**src/rtl/rmed_pkg.sv**
```systemverilog
`timescale 1ns / 1ps
// ----------------------------------------------------------------------------
// Running median package
// Shared widths, register map, default parameter values and reset values
// of the multichannel running median core.
// ----------------------------------------------------------------------------
package rmed_pkg;

	// Fixed payload widths of the stream channels.
	localparam int CH_FIELD_W = 2;
	localparam int SAMPLE_W   = 16;
	localparam int CNT_W      = 7;

	// Register file: one window length register per channel, 32-bit words.
	localparam int NUM_REGS    = 4;
	localparam int REG_W       = 32;
	localparam int ADDR_W      = 4;
	localparam int IDX_W       = ADDR_W - 2;
	localparam int REG_WIN_CH0 = 0;

	// Defaults for the top level parameters.
	localparam int DEF_CHANNELS    = 4;
	localparam int DEF_MAX_WINDOW  = 64;
	localparam int DEF_SAMPLE_BITS = 16;

	localparam logic [CNT_W-1:0] WIN_RESET_LONG  = 7'd49;
	localparam logic [CNT_W-1:0] WIN_RESET_SHORT = 7'd1;

	// Reset window length of a channel. Channels zero and one use 49, the others 1.
	function automatic logic [CNT_W-1:0] win_reset_of(input int c);
		logic [CNT_W-1:0] r;
		priority if (c == REG_WIN_CH0 || c == REG_WIN_CH0 + 1) begin
			r = WIN_RESET_LONG;
		end else begin
			r = WIN_RESET_SHORT;
		end
		return r;
	endfunction

endpackage

```
**src/rtl/rmed_if.sv**
```systemverilog
`timescale 1ns / 1ps
// ----------------------------------------------------------------------------
// Running median stream interfaces
// Valid/ready channels for incoming samples and outgoing median results.
// ----------------------------------------------------------------------------
interface rmed_in_if
	import rmed_pkg::*;
();
	logic                  valid;
	logic                  ready;
	logic [CH_FIELD_W-1:0] channel;
	logic [SAMPLE_W-1:0]   sample;

	modport source (output valid, output channel, output sample, input ready);
	modport sink   (input valid, input channel, input sample, output ready);
endinterface

interface rmed_out_if
	import rmed_pkg::*;
();
	logic                  valid;
	logic                  ready;
	logic [CH_FIELD_W-1:0] channel_out;
	logic [SAMPLE_W-1:0]   median;
	logic [CNT_W-1:0]      fill_count;

	modport source (output valid, output channel_out, output median, output fill_count,
		input ready);
	modport sink   (input valid, input channel_out, input median, input fill_count,
		output ready);
endinterface

```
**src/rtl/multichannel_running_median_core.sv**
```systemverilog
`timescale 1ns / 1ps
// ----------------------------------------------------------------------------
// Multichannel running median core
// Per-channel sliding window median of converter samples.
// ----------------------------------------------------------------------------
// Each accepted sample is stored in its channel's circular history and one
// result follows: the element of rank fill_count/2 among the filled entries
// (the upper median for an even count). The rank search reads the history
// memory through its single read port one entry per cycle and makes one
// pass over the window for each bit of the median, most significant bit
// first. A finished result waits in the output register while the next
// sample is taken. Samples tagged with a channel at or above CHANNELS are
// accepted and dropped. The history needs no clearing pass after reset:
// only entries written since the last reset or window register write are
// ever read. Writing a window register restarts that channel's history;
// registers are to be written only while the core is idle, which the core
// itself does not enforce.
// ----------------------------------------------------------------------------
module multichannel_running_median_core
	import rmed_pkg::*;
#(
	parameter int CHANNELS    = DEF_CHANNELS,
	parameter int MAX_WINDOW  = DEF_MAX_WINDOW,
	parameter int SAMPLE_BITS = DEF_SAMPLE_BITS
) (
	input  logic              clk,
	input  logic              arst_n,
	input  logic              psel,
	input  logic              penable,
	input  logic              pwrite,
	input  logic [ADDR_W-1:0] paddr,
	input  logic [REG_W-1:0]  pwdata,
	output logic [REG_W-1:0]  prdata,
	output logic              pready,
	rmed_in_if.sink           samples,
	rmed_out_if.source        medians
);

	localparam int CH_W  = (CHANNELS > 1) ? $clog2(CHANNELS) : 1;
	localparam int POS_W = (MAX_WINDOW > 1) ? $clog2(MAX_WINDOW) : 1;
	localparam int AW    = CH_W + POS_W;

	logic [CNT_W-1:0]       win [CHANNELS];
	logic [CHANNELS-1:0]    clr;
	logic                   mem_we;
	logic [AW-1:0]          mem_waddr;
	logic [SAMPLE_BITS-1:0] mem_wdata;
	logic                   mem_re;
	logic [AW-1:0]          mem_raddr;
	logic [SAMPLE_BITS-1:0] mem_rdata;

	assign pready = 1'b1;

	rmed_cfg #(
		.CHANNELS (CHANNELS)
	) u_cfg (
		.clk     (clk),
		.arst_n  (arst_n),
		.psel    (psel),
		.penable (penable),
		.pwrite  (pwrite),
		.paddr   (paddr),
		.pwdata  (pwdata),
		.prdata  (prdata),
		.win     (win),
		.clr     (clr)
	);

	rmed_hist #(
		.ADDR_BITS (AW),
		.DATA_BITS (SAMPLE_BITS)
	) u_hist (
		.clk   (clk),
		.we    (mem_we),
		.waddr (mem_waddr),
		.wdata (mem_wdata),
		.re    (mem_re),
		.raddr (mem_raddr),
		.rdata (mem_rdata)
	);

	rmed_ctrl #(
		.CHANNELS    (CHANNELS),
		.MAX_WINDOW  (MAX_WINDOW),
		.SAMPLE_BITS (SAMPLE_BITS)
	) u_ctrl (
		.clk       (clk),
		.arst_n    (arst_n),
		.win       (win),
		.clr       (clr),
		.samples   (samples),
		.medians   (medians),
		.mem_we    (mem_we),
		.mem_waddr (mem_waddr),
		.mem_wdata (mem_wdata),
		.mem_re    (mem_re),
		.mem_raddr (mem_raddr),
		.mem_rdata (mem_rdata)
	);

endmodule

```
**src/rtl/rmed_cfg.sv**
```systemverilog
`timescale 1ns / 1ps
// ----------------------------------------------------------------------------
// Running median register file
// APB window length registers; a write also restarts that channel's history.
// ----------------------------------------------------------------------------
module rmed_cfg
	import rmed_pkg::*;
#(
	parameter int CHANNELS = DEF_CHANNELS
) (
	input  logic              clk,
	input  logic              arst_n,
	input  logic              psel,
	input  logic              penable,
	input  logic              pwrite,
	input  logic [ADDR_W-1:0] paddr,
	input  logic [REG_W-1:0]  pwdata,
	output logic [REG_W-1:0]  prdata,
	output logic [CNT_W-1:0]  win [CHANNELS],
	output logic [CHANNELS-1:0] clr
);

	logic             wr;
	logic [IDX_W-1:0] idx;
	logic [CNT_W-1:0] win_q [CHANNELS];

	assign wr  = psel & penable & pwrite;
	assign idx = paddr[ADDR_W-1:2];

	always_comb begin
		for (int c = 0; c < CHANNELS; c++) begin
			clr[c] = wr && (REG_WIN_CH0 + c == int'(idx));
		end
	end

	always_ff @(posedge clk or negedge arst_n) begin
		if (!arst_n) begin
			for (int c = 0; c < CHANNELS; c++) begin
				win_q[c] <= win_reset_of(c);
			end
		end else begin
			for (int c = 0; c < CHANNELS; c++) begin
				if (clr[c]) begin
					win_q[c] <= pwdata[CNT_W-1:0];
				end
			end
		end
	end

	always_comb begin
		prdata = '0;
		for (int c = 0; c < CHANNELS; c++) begin
			if (REG_WIN_CH0 + c == int'(idx)) begin
				prdata = REG_W'(win_q[c]);
			end
		end
	end

	assign win = win_q;

endmodule

```
**src/rtl/rmed_hist.sv**
```systemverilog
`timescale 1ns / 1ps
// ----------------------------------------------------------------------------
// Running median history memory
// Sample history of all channels, one write and one registered read port.
// ----------------------------------------------------------------------------
module rmed_hist
	import rmed_pkg::*;
#(
	parameter int ADDR_BITS = 8,
	parameter int DATA_BITS = DEF_SAMPLE_BITS
) (
	input  logic                 clk,
	input  logic                 we,
	input  logic [ADDR_BITS-1:0] waddr,
	input  logic [DATA_BITS-1:0] wdata,
	input  logic                 re,
	input  logic [ADDR_BITS-1:0] raddr,
	output logic [DATA_BITS-1:0] rdata
);

	logic [DATA_BITS-1:0] mem [1 << ADDR_BITS];
	logic [DATA_BITS-1:0] rdata_q;

	always_ff @(posedge clk) begin
		if (we) begin
			mem[waddr] <= wdata;
		end
	end

	always_ff @(posedge clk) begin
		if (re) begin
			rdata_q <= mem[raddr];
		end
	end

	assign rdata = rdata_q;

endmodule

```
**src/rtl/rmed_ctrl.sv**
```systemverilog
`timescale 1ns / 1ps
// ----------------------------------------------------------------------------
// Running median controller
// Per-channel write position and fill count, and a bit-serial rank search
// that settles the median one bit per pass over the window.
// ----------------------------------------------------------------------------
module rmed_ctrl
	import rmed_pkg::*;
#(
	parameter int CHANNELS    = DEF_CHANNELS,
	parameter int MAX_WINDOW  = DEF_MAX_WINDOW,
	parameter int SAMPLE_BITS = DEF_SAMPLE_BITS,
	localparam int CH_W  = (CHANNELS > 1) ? $clog2(CHANNELS) : 1,
	localparam int POS_W = (MAX_WINDOW > 1) ? $clog2(MAX_WINDOW) : 1,
	localparam int AW    = CH_W + POS_W
) (
	input  logic                   clk,
	input  logic                   arst_n,
	input  logic [CNT_W-1:0]       win [CHANNELS],
	input  logic [CHANNELS-1:0]    clr,
	rmed_in_if.sink                samples,
	rmed_out_if.source             medians,
	output logic                   mem_we,
	output logic [AW-1:0]          mem_waddr,
	output logic [SAMPLE_BITS-1:0] mem_wdata,
	output logic                   mem_re,
	output logic [AW-1:0]          mem_raddr,
	input  logic [SAMPLE_BITS-1:0] mem_rdata
);

	localparam int CMP_W = (POS_W > CNT_W) ? POS_W : CNT_W;

	localparam logic [1:0] ST_IDLE = 2'd0;
	localparam logic [1:0] ST_SCAN = 2'd1;
	localparam logic [1:0] ST_DONE = 2'd2;

	function automatic logic [CNT_W-1:0] eff_len(input logic [CNT_W-1:0] w);
		logic [CNT_W-1:0] r;
		priority if (w == '0) begin
			r = CNT_W'(1);
		end else if (int'(w) > MAX_WINDOW) begin
			r = CNT_W'(MAX_WINDOW);
		end else begin
			r = w;
		end
		return r;
	endfunction

	logic [1:0]             state_q;
	logic [POS_W-1:0]       pos_q  [CHANNELS];
	logic [CNT_W-1:0]       fill_q [CHANNELS];

	logic                   acc;
	logic                   ch_ok;
	logic [CH_W-1:0]        ch;
	logic [CNT_W-1:0]       len;
	logic [POS_W-1:0]       pos_cur;
	logic [CMP_W-1:0]       pos_inc;
	logic [POS_W-1:0]       pos_nxt;
	logic [CNT_W-1:0]       fill_cur;
	logic [CNT_W-1:0]       fill_nxt;

	// Search state
	logic [CH_FIELD_W-1:0]  chan_q;
	logic [CH_W-1:0]        chb_q;
	logic [CNT_W-1:0]       n_q;
	logic [CNT_W-1:0]       rank_q;
	logic [CNT_W-1:0]       zeros_q;
	logic [SAMPLE_BITS-1:0] prefix_q;
	logic [SAMPLE_BITS-1:0] mask_q;
	logic [SAMPLE_BITS-1:0] bsel_q;
	logic [POS_W-1:0]       j_q;
	logic                   last_issue;
	logic                   v_s1;
	logic                   last_s1;
	logic                   hit;
	logic [CNT_W-1:0]       zeros_inc;
	logic                   decide;

	// Output register
	logic                   out_valid_q;
	logic [CH_FIELD_W-1:0]  out_chan_q;
	logic [SAMPLE_W-1:0]    out_med_q;
	logic [CNT_W-1:0]       out_fill_q;
	logic                   load;

	assign samples.ready = (state_q == ST_IDLE);
	assign acc           = samples.valid && samples.ready;
	assign ch_ok         = int'(samples.channel) < CHANNELS;
	assign ch            = CH_W'(samples.channel);

	always_comb begin
		len      = eff_len(win[ch]);
		pos_cur  = pos_q[ch];
		if (CMP_W'(pos_cur) >= CMP_W'(len)) begin
			pos_cur = '0;
		end
		pos_inc  = CMP_W'(pos_cur) + CMP_W'(1);
		pos_nxt  = (pos_inc >= CMP_W'(len)) ? '0 : POS_W'(pos_inc);
		fill_cur = fill_q[ch];
		fill_nxt = (fill_cur < len) ? fill_cur + CNT_W'(1) : len;
	end

	assign mem_we    = acc && ch_ok;
	assign mem_waddr = {ch, pos_cur};
	assign mem_wdata = SAMPLE_BITS'(samples.sample);

	always_ff @(posedge clk or negedge arst_n) begin
		if (!arst_n) begin
			for (int c = 0; c < CHANNELS; c++) begin
				pos_q[c]  <= '0;
				fill_q[c] <= '0;
			end
		end else begin
			for (int c = 0; c < CHANNELS; c++) begin
				if (clr[c]) begin
					pos_q[c]  <= '0;
					fill_q[c] <= '0;
				end else if (mem_we && ch == CH_W'(c)) begin
					pos_q[c]  <= pos_nxt;
					fill_q[c] <= fill_nxt;
				end
			end
		end
	end

	// Reads run back to back over entries 0 to n-1, once per result bit.
	// Data returns from the registered read port in the following cycle and is counted against the current prefix.
	assign last_issue = (CMP_W'(j_q) + CMP_W'(1) == CMP_W'(n_q));
	assign mem_re     = (state_q == ST_SCAN);
	assign mem_raddr  = {chb_q, j_q};

	assign hit       = (((mem_rdata ^ prefix_q) & mask_q) == '0) &&
		((mem_rdata & bsel_q) == '0);
	assign zeros_inc = zeros_q + CNT_W'(hit);
	assign decide    = (state_q == ST_SCAN) && v_s1 && last_s1;
	assign load      = (state_q == ST_DONE) && (!out_valid_q || medians.ready);

	always_ff @(posedge clk or negedge arst_n) begin
		if (!arst_n) begin
			state_q <= ST_IDLE;
			v_s1    <= 1'b0;
		end else begin
			v_s1 <= (state_q == ST_SCAN);
			unique case (state_q)
				ST_IDLE: begin
					if (acc && ch_ok) begin
						state_q <= ST_SCAN;
					end
				end
				ST_SCAN: begin
					if (decide && bsel_q[0]) begin
						state_q <= ST_DONE;
					end
				end
				ST_DONE: begin
					if (load) begin
						state_q <= ST_IDLE;
					end
				end
				default: begin
					state_q <= ST_IDLE;
				end
			endcase
		end
	end

	always_ff @(posedge clk) begin
		if (acc && ch_ok) begin
			chan_q   <= samples.channel;
			chb_q    <= ch;
			n_q      <= fill_nxt;
			rank_q   <= fill_nxt >> 1;
			zeros_q  <= '0;
			prefix_q <= '0;
			mask_q   <= '0;
			bsel_q   <= {1'b1, {(SAMPLE_BITS-1){1'b0}}};
			j_q      <= '0;
		end else if (state_q == ST_SCAN) begin
			j_q     <= last_issue ? '0 : j_q + POS_W'(1);
			last_s1 <= last_issue;
			if (decide) begin
				// The bit is one when the rank lies above all entries with a zero there.
				if (rank_q >= zeros_inc) begin
					prefix_q <= prefix_q | bsel_q;
					rank_q   <= rank_q - zeros_inc;
				end
				mask_q  <= mask_q | bsel_q;
				bsel_q  <= bsel_q >> 1;
				zeros_q <= '0;
			end else if (v_s1) begin
				zeros_q <= zeros_inc;
			end
		end
	end

	always_ff @(posedge clk or negedge arst_n) begin
		if (!arst_n) begin
			out_valid_q <= 1'b0;
		end else if (load) begin
			out_valid_q <= 1'b1;
		end else if (medians.ready) begin
			out_valid_q <= 1'b0;
		end
	end

	always_ff @(posedge clk) begin
		if (load) begin
			out_chan_q <= chan_q;
			out_med_q  <= SAMPLE_W'(prefix_q);
			out_fill_q <= n_q;
		end
	end

	assign medians.valid       = out_valid_q;
	assign medians.channel_out = out_chan_q;
	assign medians.median      = out_med_q;
	assign medians.fill_count  = out_fill_q;

	a_bsel_onehot: assert property (@(posedge clk) disable iff (!arst_n)
		state_q == ST_SCAN |-> $onehot(bsel_q))
		else $error("bit select is not one-hot during the search");

	a_rank_in_range: assert property (@(posedge clk) disable iff (!arst_n)
		state_q == ST_SCAN |-> rank_q < n_q)
		else $error("remaining rank left the candidate set");

	a_count_range: assert property (@(posedge clk) disable iff (!arst_n)
		state_q == ST_SCAN |-> n_q != '0 && int'(n_q) <= MAX_WINDOW)
		else $error("fill count out of range during the search");

	a_last_bit_done: assert property (@(posedge clk) disable iff (!arst_n)
		decide && bsel_q[0] |=> state_q == ST_DONE)
		else $error("search did not finish after the last bit");

endmodule

```
**src/flat_wrapper.sv**
```systemverilog
// flat-port wrapper written by rule: the top's interface ports become plain ports
module multichannel_running_median_core_flat import rmed_pkg::*;
#(
	parameter int CHANNELS    = DEF_CHANNELS,
	parameter int MAX_WINDOW  = DEF_MAX_WINDOW,
	parameter int SAMPLE_BITS = DEF_SAMPLE_BITS
)
  (clk, arst_n, psel, penable, pwrite, paddr, pwdata, prdata, pready, samples_valid, samples_channel, samples_sample, samples_ready, medians_valid, medians_channel_out, medians_median, medians_fill_count, medians_ready);
  rmed_in_if samples_i ();
  rmed_out_if medians_i ();
  input  logic clk;
  input  logic arst_n;
  input  logic psel;
  input  logic penable;
  input  logic pwrite;
  input  logic [ADDR_W-1:0] paddr;
  input  logic [REG_W-1:0] pwdata;
  output logic [REG_W-1:0] prdata;
  output logic pready;
  input wire logic [$bits(samples_i.valid)-1:0] samples_valid;
  input wire logic [$bits(samples_i.channel)-1:0] samples_channel;
  input wire logic [$bits(samples_i.sample)-1:0] samples_sample;
  output wire logic [$bits(samples_i.ready)-1:0] samples_ready;
  output wire logic [$bits(medians_i.valid)-1:0] medians_valid;
  output wire logic [$bits(medians_i.channel_out)-1:0] medians_channel_out;
  output wire logic [$bits(medians_i.median)-1:0] medians_median;
  output wire logic [$bits(medians_i.fill_count)-1:0] medians_fill_count;
  input wire logic [$bits(medians_i.ready)-1:0] medians_ready;
  assign samples_i.valid = samples_valid;
  assign samples_i.channel = samples_channel;
  assign samples_i.sample = samples_sample;
  assign samples_ready = samples_i.ready;
  assign medians_valid = medians_i.valid;
  assign medians_channel_out = medians_i.channel_out;
  assign medians_median = medians_i.median;
  assign medians_fill_count = medians_i.fill_count;
  assign medians_i.ready = medians_ready;
  multichannel_running_median_core #(.CHANNELS(CHANNELS), .MAX_WINDOW(MAX_WINDOW), .SAMPLE_BITS(SAMPLE_BITS)) u_core (.clk(clk), .arst_n(arst_n), .psel(psel), .penable(penable), .pwrite(pwrite), .paddr(paddr), .pwdata(pwdata), .prdata(prdata), .pready(pready), .samples(samples_i), .medians(medians_i));
endmodule
```
**config.mk**
```make
export PLATFORM = sky130hd
export DESIGN_NAME = multichannel_running_median_core_flat
export DESIGN_NICKNAME = d
export VERILOG_FILES = /design/src/rtl/rmed_pkg.sv /design/src/rtl/rmed_if.sv /design/src/rtl/multichannel_running_median_core.sv /design/src/rtl/rmed_cfg.sv /design/src/rtl/rmed_hist.sv /design/src/rtl/rmed_ctrl.sv /design/src/flat_wrapper.sv
export SDC_FILE = /design/constraint.sdc
export NUM_CORES = 2
export LEC_CHECK = 0
export BUFFER_PORTS_ARGS = -buffer_cell sky130_fd_sc_hd__buf_4
export CORE_MARGIN = 4
export CORE_UTILIZATION = 50
export CTS_BUF_LIST = sky130_fd_sc_hd__clkbuf_2
export CTS_CLUSTER_DIAMETER = 80
export DETAILED_ROUTE_END_ITERATION = 12
export PLACE_DENSITY = 0.68
export SYNTH_ARGS = -nofsm -noshare
export SYNTH_HDL_FRONTEND = slang
export SYNTH_SLANG_ARGS = --single-unit
```
**constraint.sdc**
```tcl
create_clock -name clk -period 5 [get_ports clk]
set_clock_uncertainty 0.1 [all_clocks]
set_input_delay 0.5 -clock clk [delete_from_list [all_inputs] [get_ports clk]]
set_output_delay 0.5 -clock clk [all_outputs]
set_load 0.01 [all_outputs]
```
After elaboration in Yosys (flattened, before gate mapping):

Memory sizes are Yosys's and may differ from the RTL's. A register that Yosys moved wholly into a read port is not among the register bits.
Index checks and enable logic that the tools add are counted.

* register bits after elaboration: 187
* memory bits (writable): 4096
* memories kept: 1
* bits of input ports: 61

Memories
* u_core.u_hist.mem: depth 256, bits a word 16, rd ports 1, clocked after Yosys merged registers in 1, wr ports 1, line rmed_hist.sv:21 `logic [DATA_BITS-1:0] mem [1 << ADDR_BITS];`

* bitwise operators: 9
* equal/unequal tests: 12
* $add $sub $neg: 6
* reductions and logical operators: 37
* mux-type cells: 49
* magnitude comparators: 6

Operators with widths (number)
* $mux W7: 19
* $mux W6: 17
* $mux W32: 2
* $and A16 B16 Y16: 2
* $logic_not A16 Y1: 2
* $or A16 B16 Y16: 2
* $bmux W7 S2: 2
* $reduce_bool A2 Y1: 9
* $xor A16 B16 Y16: 1
* $add A6 B1 Y7 const B: 2
* $ge A7 B7 Y1: 2
* $logic_and A1 B1 Y1: 14
* $bmux W6 S2: 1
* $reduce_and A3 Y1: 3
* $add A7 B1 Y7: 1
* $add A7 B1 Y7 const B: 1
* $eq A7 B7 Y1: 1
* $ge A6 B7 Y1: 1
* $gt A7 B7 Y1 const B: 1
* $logic_not A7 Y1: 1
* $lt A7 B7 Y1: 1
* $sub A7 B7 Y7: 1
* $add A6 B1 Y6 const B: 1
* $eq A2 B2 Y1 const B: 3
* 16 further kinds: 29

Depth between registers and ports, before layout:

* word-level depth: 14
* depth in mapped cells: 21
* mapped depth without buffers: 19

Hierarchy:

From an unflattened synthesis, not the netlist that was laid out.

* cells, all modules: 8191
* area, all modules: 168258.9 um2

By module, submodules not included
* rmed_hist: times used 1, seq. area each 123478.4 um2, cells an instance 7360, area each 158874.9 um2
* rmed_ctrl: times used 1, seq. area each 3873.7 um2, cells an instance 730, area each 7882.6 um2
* rmed_cfg: times used 1, seq. area each 710.7 um2, cells an instance 99, area each 1490.2 um2
* multichannel_running_median_core: times used 1, seq. area each 0.0 um2, cells an instance 2, area each 11.3 um2

Worst setup path before layout:

OpenSTA, ideal clock, no wires.

* path kind: input to register
* from: in samples_channel[0]
* to: mem u_core.u_hist.mem[184][0] (netlist name), enable pin
* arrival time: 4.724 ns
* cell stages on the path: 13
* buffers on the path: 3
* path slack: -0.254 ns
* path through: mux4_2 inv_1 buf_2 buf_2 nand2_1 ha_1 a21o_1 a21oi_1 o21ai_1 clkbuf_1 a21oi_1 nand2_1 nor4_1

* longest elaborated chain between the ends: 9

RTL lines
* start: declaration: line flat_wrapper.sv:21 `input wire logic [$bits(samples_i.channel)-1:0] samples_channel;`
* $not A2 Y3 (implied by the code): line rmed_ctrl.sv:93, rmed_ctrl.sv:94
* $bmux W7 S2: line rmed_ctrl.sv:93 `len = eff_len(win[ch]);`
* $mux W7 (implied by the code) (2 in series): line rmed_ctrl.sv:93
* $gt A7 B7 Y1: line rmed_ctrl.sv:41 `end else if (int'(w) > MAX_WINDOW) begin`
* $mux W7: line rmed_ctrl.sv:41
* $mux W7: line rmed_ctrl.sv:39 `priority if (w == '0) begin`
* $ge A6 B7 Y1: line rmed_ctrl.sv:95 `if (CMP_W'(pos_cur) >= CMP_W'(len)) begin`
* $mux W6: line rmed_ctrl.sv:95
* end: declaration: line rmed_hist.sv:21

Several ways; a longest one is shown, not always the timed one. The select of a mux whose other input is x is not followed.

==> results.txt <==
The run finished with clean final reports. The static leakage came out at 61.8 nW. The depth of the worst hold-timing path is 5. The core occupancy in the finished layout is 0.569.

The number of CTS-inserted buffers is 1,108. After layout, the design draws a total of 0.0871 W. The max-slew violation total from the final report came to 0. The routed via count is 87,759.

The count of unresolved DRC violations after routing is 0. The total power divided by cell area came out at 463 nW/um^2. The arrival time reported for the critical path endpoint came out at 6630 ps. The total area inside the core boundary comes to 331,000 um^2. The number of optimization iterations in the first detailed-route pass came out at 6.

TritonCTS built the clock tree. The flip-flop and latch count after synthesis came out at 4,299. The clock tree synthesis step divided the H-tree into 7 levels. Fill cells in the final layout number 24,513.

The total grt overflow is 0. The routed metal-1 wirelength is 166 mm. The total of max-cap violations is 0. The floorplan die height came out at 584 um. After synthesis the cells add up to 166,000 um^2. The worst setup path is of the flip-flop to flip-flop kind. The number of antenna violations at the first check in global routing is 27. The number of warning messages in the yosys log came out at 0. The pin slew with the least headroom to its limit is 1450 ps. The width of the die came out at 584 um. The worst relative slew slack is 0.0354.

The net count of the finished layout is 9,294. The worst hold path terminates at u_core.u_cfg.win[11]. The logic depth of the worst register-to-register path is 9.

In the layout the commonest cells are sky130_fd_sc_hd__edfxtp_1, sky130_fd_sc_hd__clkbuf_2, sky130_fd_sc_hd__mux4_2. The combinational group share of total power is 0.272. The pin count of the biggest net entering global routing came out at 199. The total number of clock tree sinks came out at 4,299. The clock power share is 0.260. The internal power contribution came out at 0.0597 W. The number of global-route vias before repair is 89,077. The total routing resource utilization after global routing is 0.256.

At the later pin of the worst-skew pair, clock insertion delay measures 2080 ps. The highest ir drop seen on vdd came out at 0.482 mV. The clock period could shrink to 4810 ps. Synthesis instantiated 80 different standard cells from the library. In this run the critical register-to-register path is launched from u_core.u_ctrl.j_q[0].

The portion of the clock cycle consumed by the worst path in the final layout came out at 0.962. The terminus of the critical flop-to-flop path is u_core.u_hist.rdata[11]. In the final layout, the share of cells above drive strength 1 is 0.360. At the end of routability-driven placement, the weighted congestion stood at 0.952. The final-report setup violation count came out at 0. On the final layout, the worst hold slack is 342 ps.

The proportion of total power due to net switching came out at 0.314. The routed design uses 48.3 mm of met3 wire. The net switching power of the design came out at 0.0274 W. The wire length after detailed routing is 434 mm. The remaining antenna violation count came out at 0. The count of endpoints failing hold in the final timing report is 0. The detail-routed net length per standard cell came out at 30.4 um. The sequential cell fraction of total power came out at 0.468. The share of async-settable or async-resettable flops after synthesis came out at 0.0195. After legalization and detailed placement, the total HPWL measured 263 mm.

The most used flip-flop cell after synthesis is sky130_fd_sc_hd__edfxtp_1. The hold path startpoint is pwdata[4]. The worst-case clock buffer depth came out at 5. During I/O placement, the number of pins put on the boundary was 121. Clock tree synthesis selected as its root buffer the cell sky130_fd_sc_hd__clkbuf_2. A synthesized cell averages 21.7 um^2.

The detail-routed via count per cell came out at 6.14. The minimum setup slack among reg-to-reg paths is 190 ps. In the detailed route, the total length drawn on met2 is 206 mm. The post-synthesis cell count is 7,635. The floorplan step defined a die boundary enclosing 341,000 um^2. The highest attainable clock frequency is 208 MHz.

The post-CTS clock slew at the launch and capture registers of the worst setup and hold paths came out at 110 ps. The first routing iteration left 11,463 violations. The worst setup path is launched from a flip-flop. The standard-cell row count is 211.

Of all nets on the critical path, the largest fanout is 22. The class of the worst hold path is primary input to flip-flop. The proportion of synthesized chip area in sequential cells is 0.772.

The data required time at the worst endpoint is 6820 ps. STA classifies the critical path endpoint as a flip-flop. The library cell used most frequently in the layout, excluding fill and tap cells, is sky130_fd_sc_hd__edfxtp_1. The number of enable flip-flop cells after synthesis came out at 4,153. The wire length of the first global-routing pass is 623 mm. The initial standard-cell utilization of the core came out at 0.502. The synthesis-to-finish area growth is 13.4%. In this run the top signal layer used is met5.

The count of buffers from port buffering is 67.
[stage by stage]
step	std cells	setup slack [ps]	area (um^2)	TNS, ps
2_1_floorplan	7659	84.6	166000	0
3_3_place_gp	12313	-0.981	177000	-1.71
3_5_place_dp	12313	126	177000	0
4_1_cts	14263	22.0	188000	0
5_1_grt	14272	-3.13	188000	-3.13
6_report	14283	189	188000	0
[final cells by class]
class,instances,area (um^2),share of cell area
tap,4366,5460,0.0290
clock buffer,1567,7840,0.0417
multi-input combinational,2872,35300,0.187
clock inverter,241,1370,0.00728
antenna,19,47.5,0.000253
inverter,24,96.3,0.000512
timing repair buffer,895,9970,0.0530
sequential,4299,128000,0.681
[Yosys cell counts, drive strengths merged, types with 110 or more instances]
| library cell | instances | share of area |
|---|---|---|
| edfxtp | 4153 | 0.75 |
| mux4 | 1050 | 0.14 |
| nor2 | 334 | 0.0076 |
| buf | 327 | 0.013 |
| o22ai | 220 | 0.0083 |
| nand2 | 173 | 0.0039 |
| mux2i | 148 | 0.0089 |
| clkbuf | 137 | 0.0031 |
| a22oi | 121 | 0.0055 |
| a21oi | 110 | 0.0034 |
[worst max path at each step]
| stage | endpoint | depth (start not counted) | from |
|---|---|---|---|
| 2_1_floorplan | u_core.u_hist.mem[221][0] | 16 | samples_channel[0] |
| 3_5_place_dp | u_core.u_hist.rdata[8] | 8 | u_core.u_ctrl.j_q[0] |
| 3_3_place_gp | u_core.u_ctrl.pos_q[16] | 21 | samples_channel[0] |
| 5_1_grt | u_core.u_ctrl.pos_q[12] | 19 | u_core.u_cfg.win[13] |
| 4_1_cts | u_core.u_hist.rdata[8] | 8 | u_core.u_ctrl.j_q[0] |
| 6_report | u_core.u_hist.rdata[11] | 9 | u_core.u_ctrl.j_q[0] |
[kinds of logic after synthesis]
group	Yosys count	share of synthesized area
other	2	0.0000453
flip-flops	4299	0.772
adder cells (fa/ha/maj)	33	0.00253
AO/OA/AOI/OAI	732	0.0297
buffers and inverters	488	0.0171
XOR/XNOR	42	0.00230
AND/OR/NAND/NOR	807	0.0229
multiplexers	1232	0.154
[sequential cells by signal, summed over array words and instances (netlist names)]
signal                             cells
u_core.u_cfg.win                      28
u_core.u_ctrl.bsel_q                  16
u_core.u_ctrl.chb_q                    2
u_core.u_ctrl.fill_q                  28
u_core.u_ctrl.j_q                      6
u_core.u_ctrl.last_s1                  1
u_core.u_ctrl.mask_q                  16
u_core.u_ctrl.medians.channel_out      2
u_core.u_ctrl.medians.fill_count       7
u_core.u_ctrl.medians.median          16
u_core.u_ctrl.medians.valid            1
u_core.u_ctrl.n_q                      7
u_core.u_ctrl.pos_q                   24
u_core.u_ctrl.prefix_q                16
u_core.u_ctrl.rank_q                   7
u_core.u_ctrl.state_q                  2
u_core.u_ctrl.v_s1                     1
u_core.u_ctrl.zeros_q                  7
u_core.u_hist.mem                   4096
u_core.u_hist.rdata                   16
[per-layer routing]
layer,track usage,vias to the layer above
met5,0,-
met4,0.100,8
li1,-,35945
met2,0.387,5305
met1,0.353,45750
met3,0.0800,751
[power groups by stage]
stage	registers [W]	clock network (W)	logic [W]
2_1_floorplan	0.0411	0	0.0158
3_3_place_gp	0.0416	0	0.0233
3_5_place_dp	0.0416	0	0.0234
4_1_cts	0.0408	0.0233	0.0236
5_1_grt	0.0408	0.0254	0.0249
6_report	0.0407	0.0227	0.0237
[critical path, stage by stage, from the launching register on]
cell and delay, ps:
sky130_fd_sc_hd__dfxtp_4 780, sky130_fd_sc_hd__buf_16 340, sky130_fd_sc_hd__buf_12 250, sky130_fd_sc_hd__mux4_2 270, sky130_fd_sc_hd__o22ai_1 210, sky130_fd_sc_hd__nor4_1 980
sky130_fd_sc_hd__nand2_1 480, sky130_fd_sc_hd__or2_0 550, sky130_fd_sc_hd__nor4b_1 370, sky130_fd_sc_hd__buf_4 190
[what timing repair did]
action,4_1_cts,5_1_grt
endpoints found under the setup margin,0,6
gates resized for setup,0,1
hold buffers,142,0
setup buffers,0,0
hold endpoints to repair,8447,0
Power figures use the tool's default switching activity.
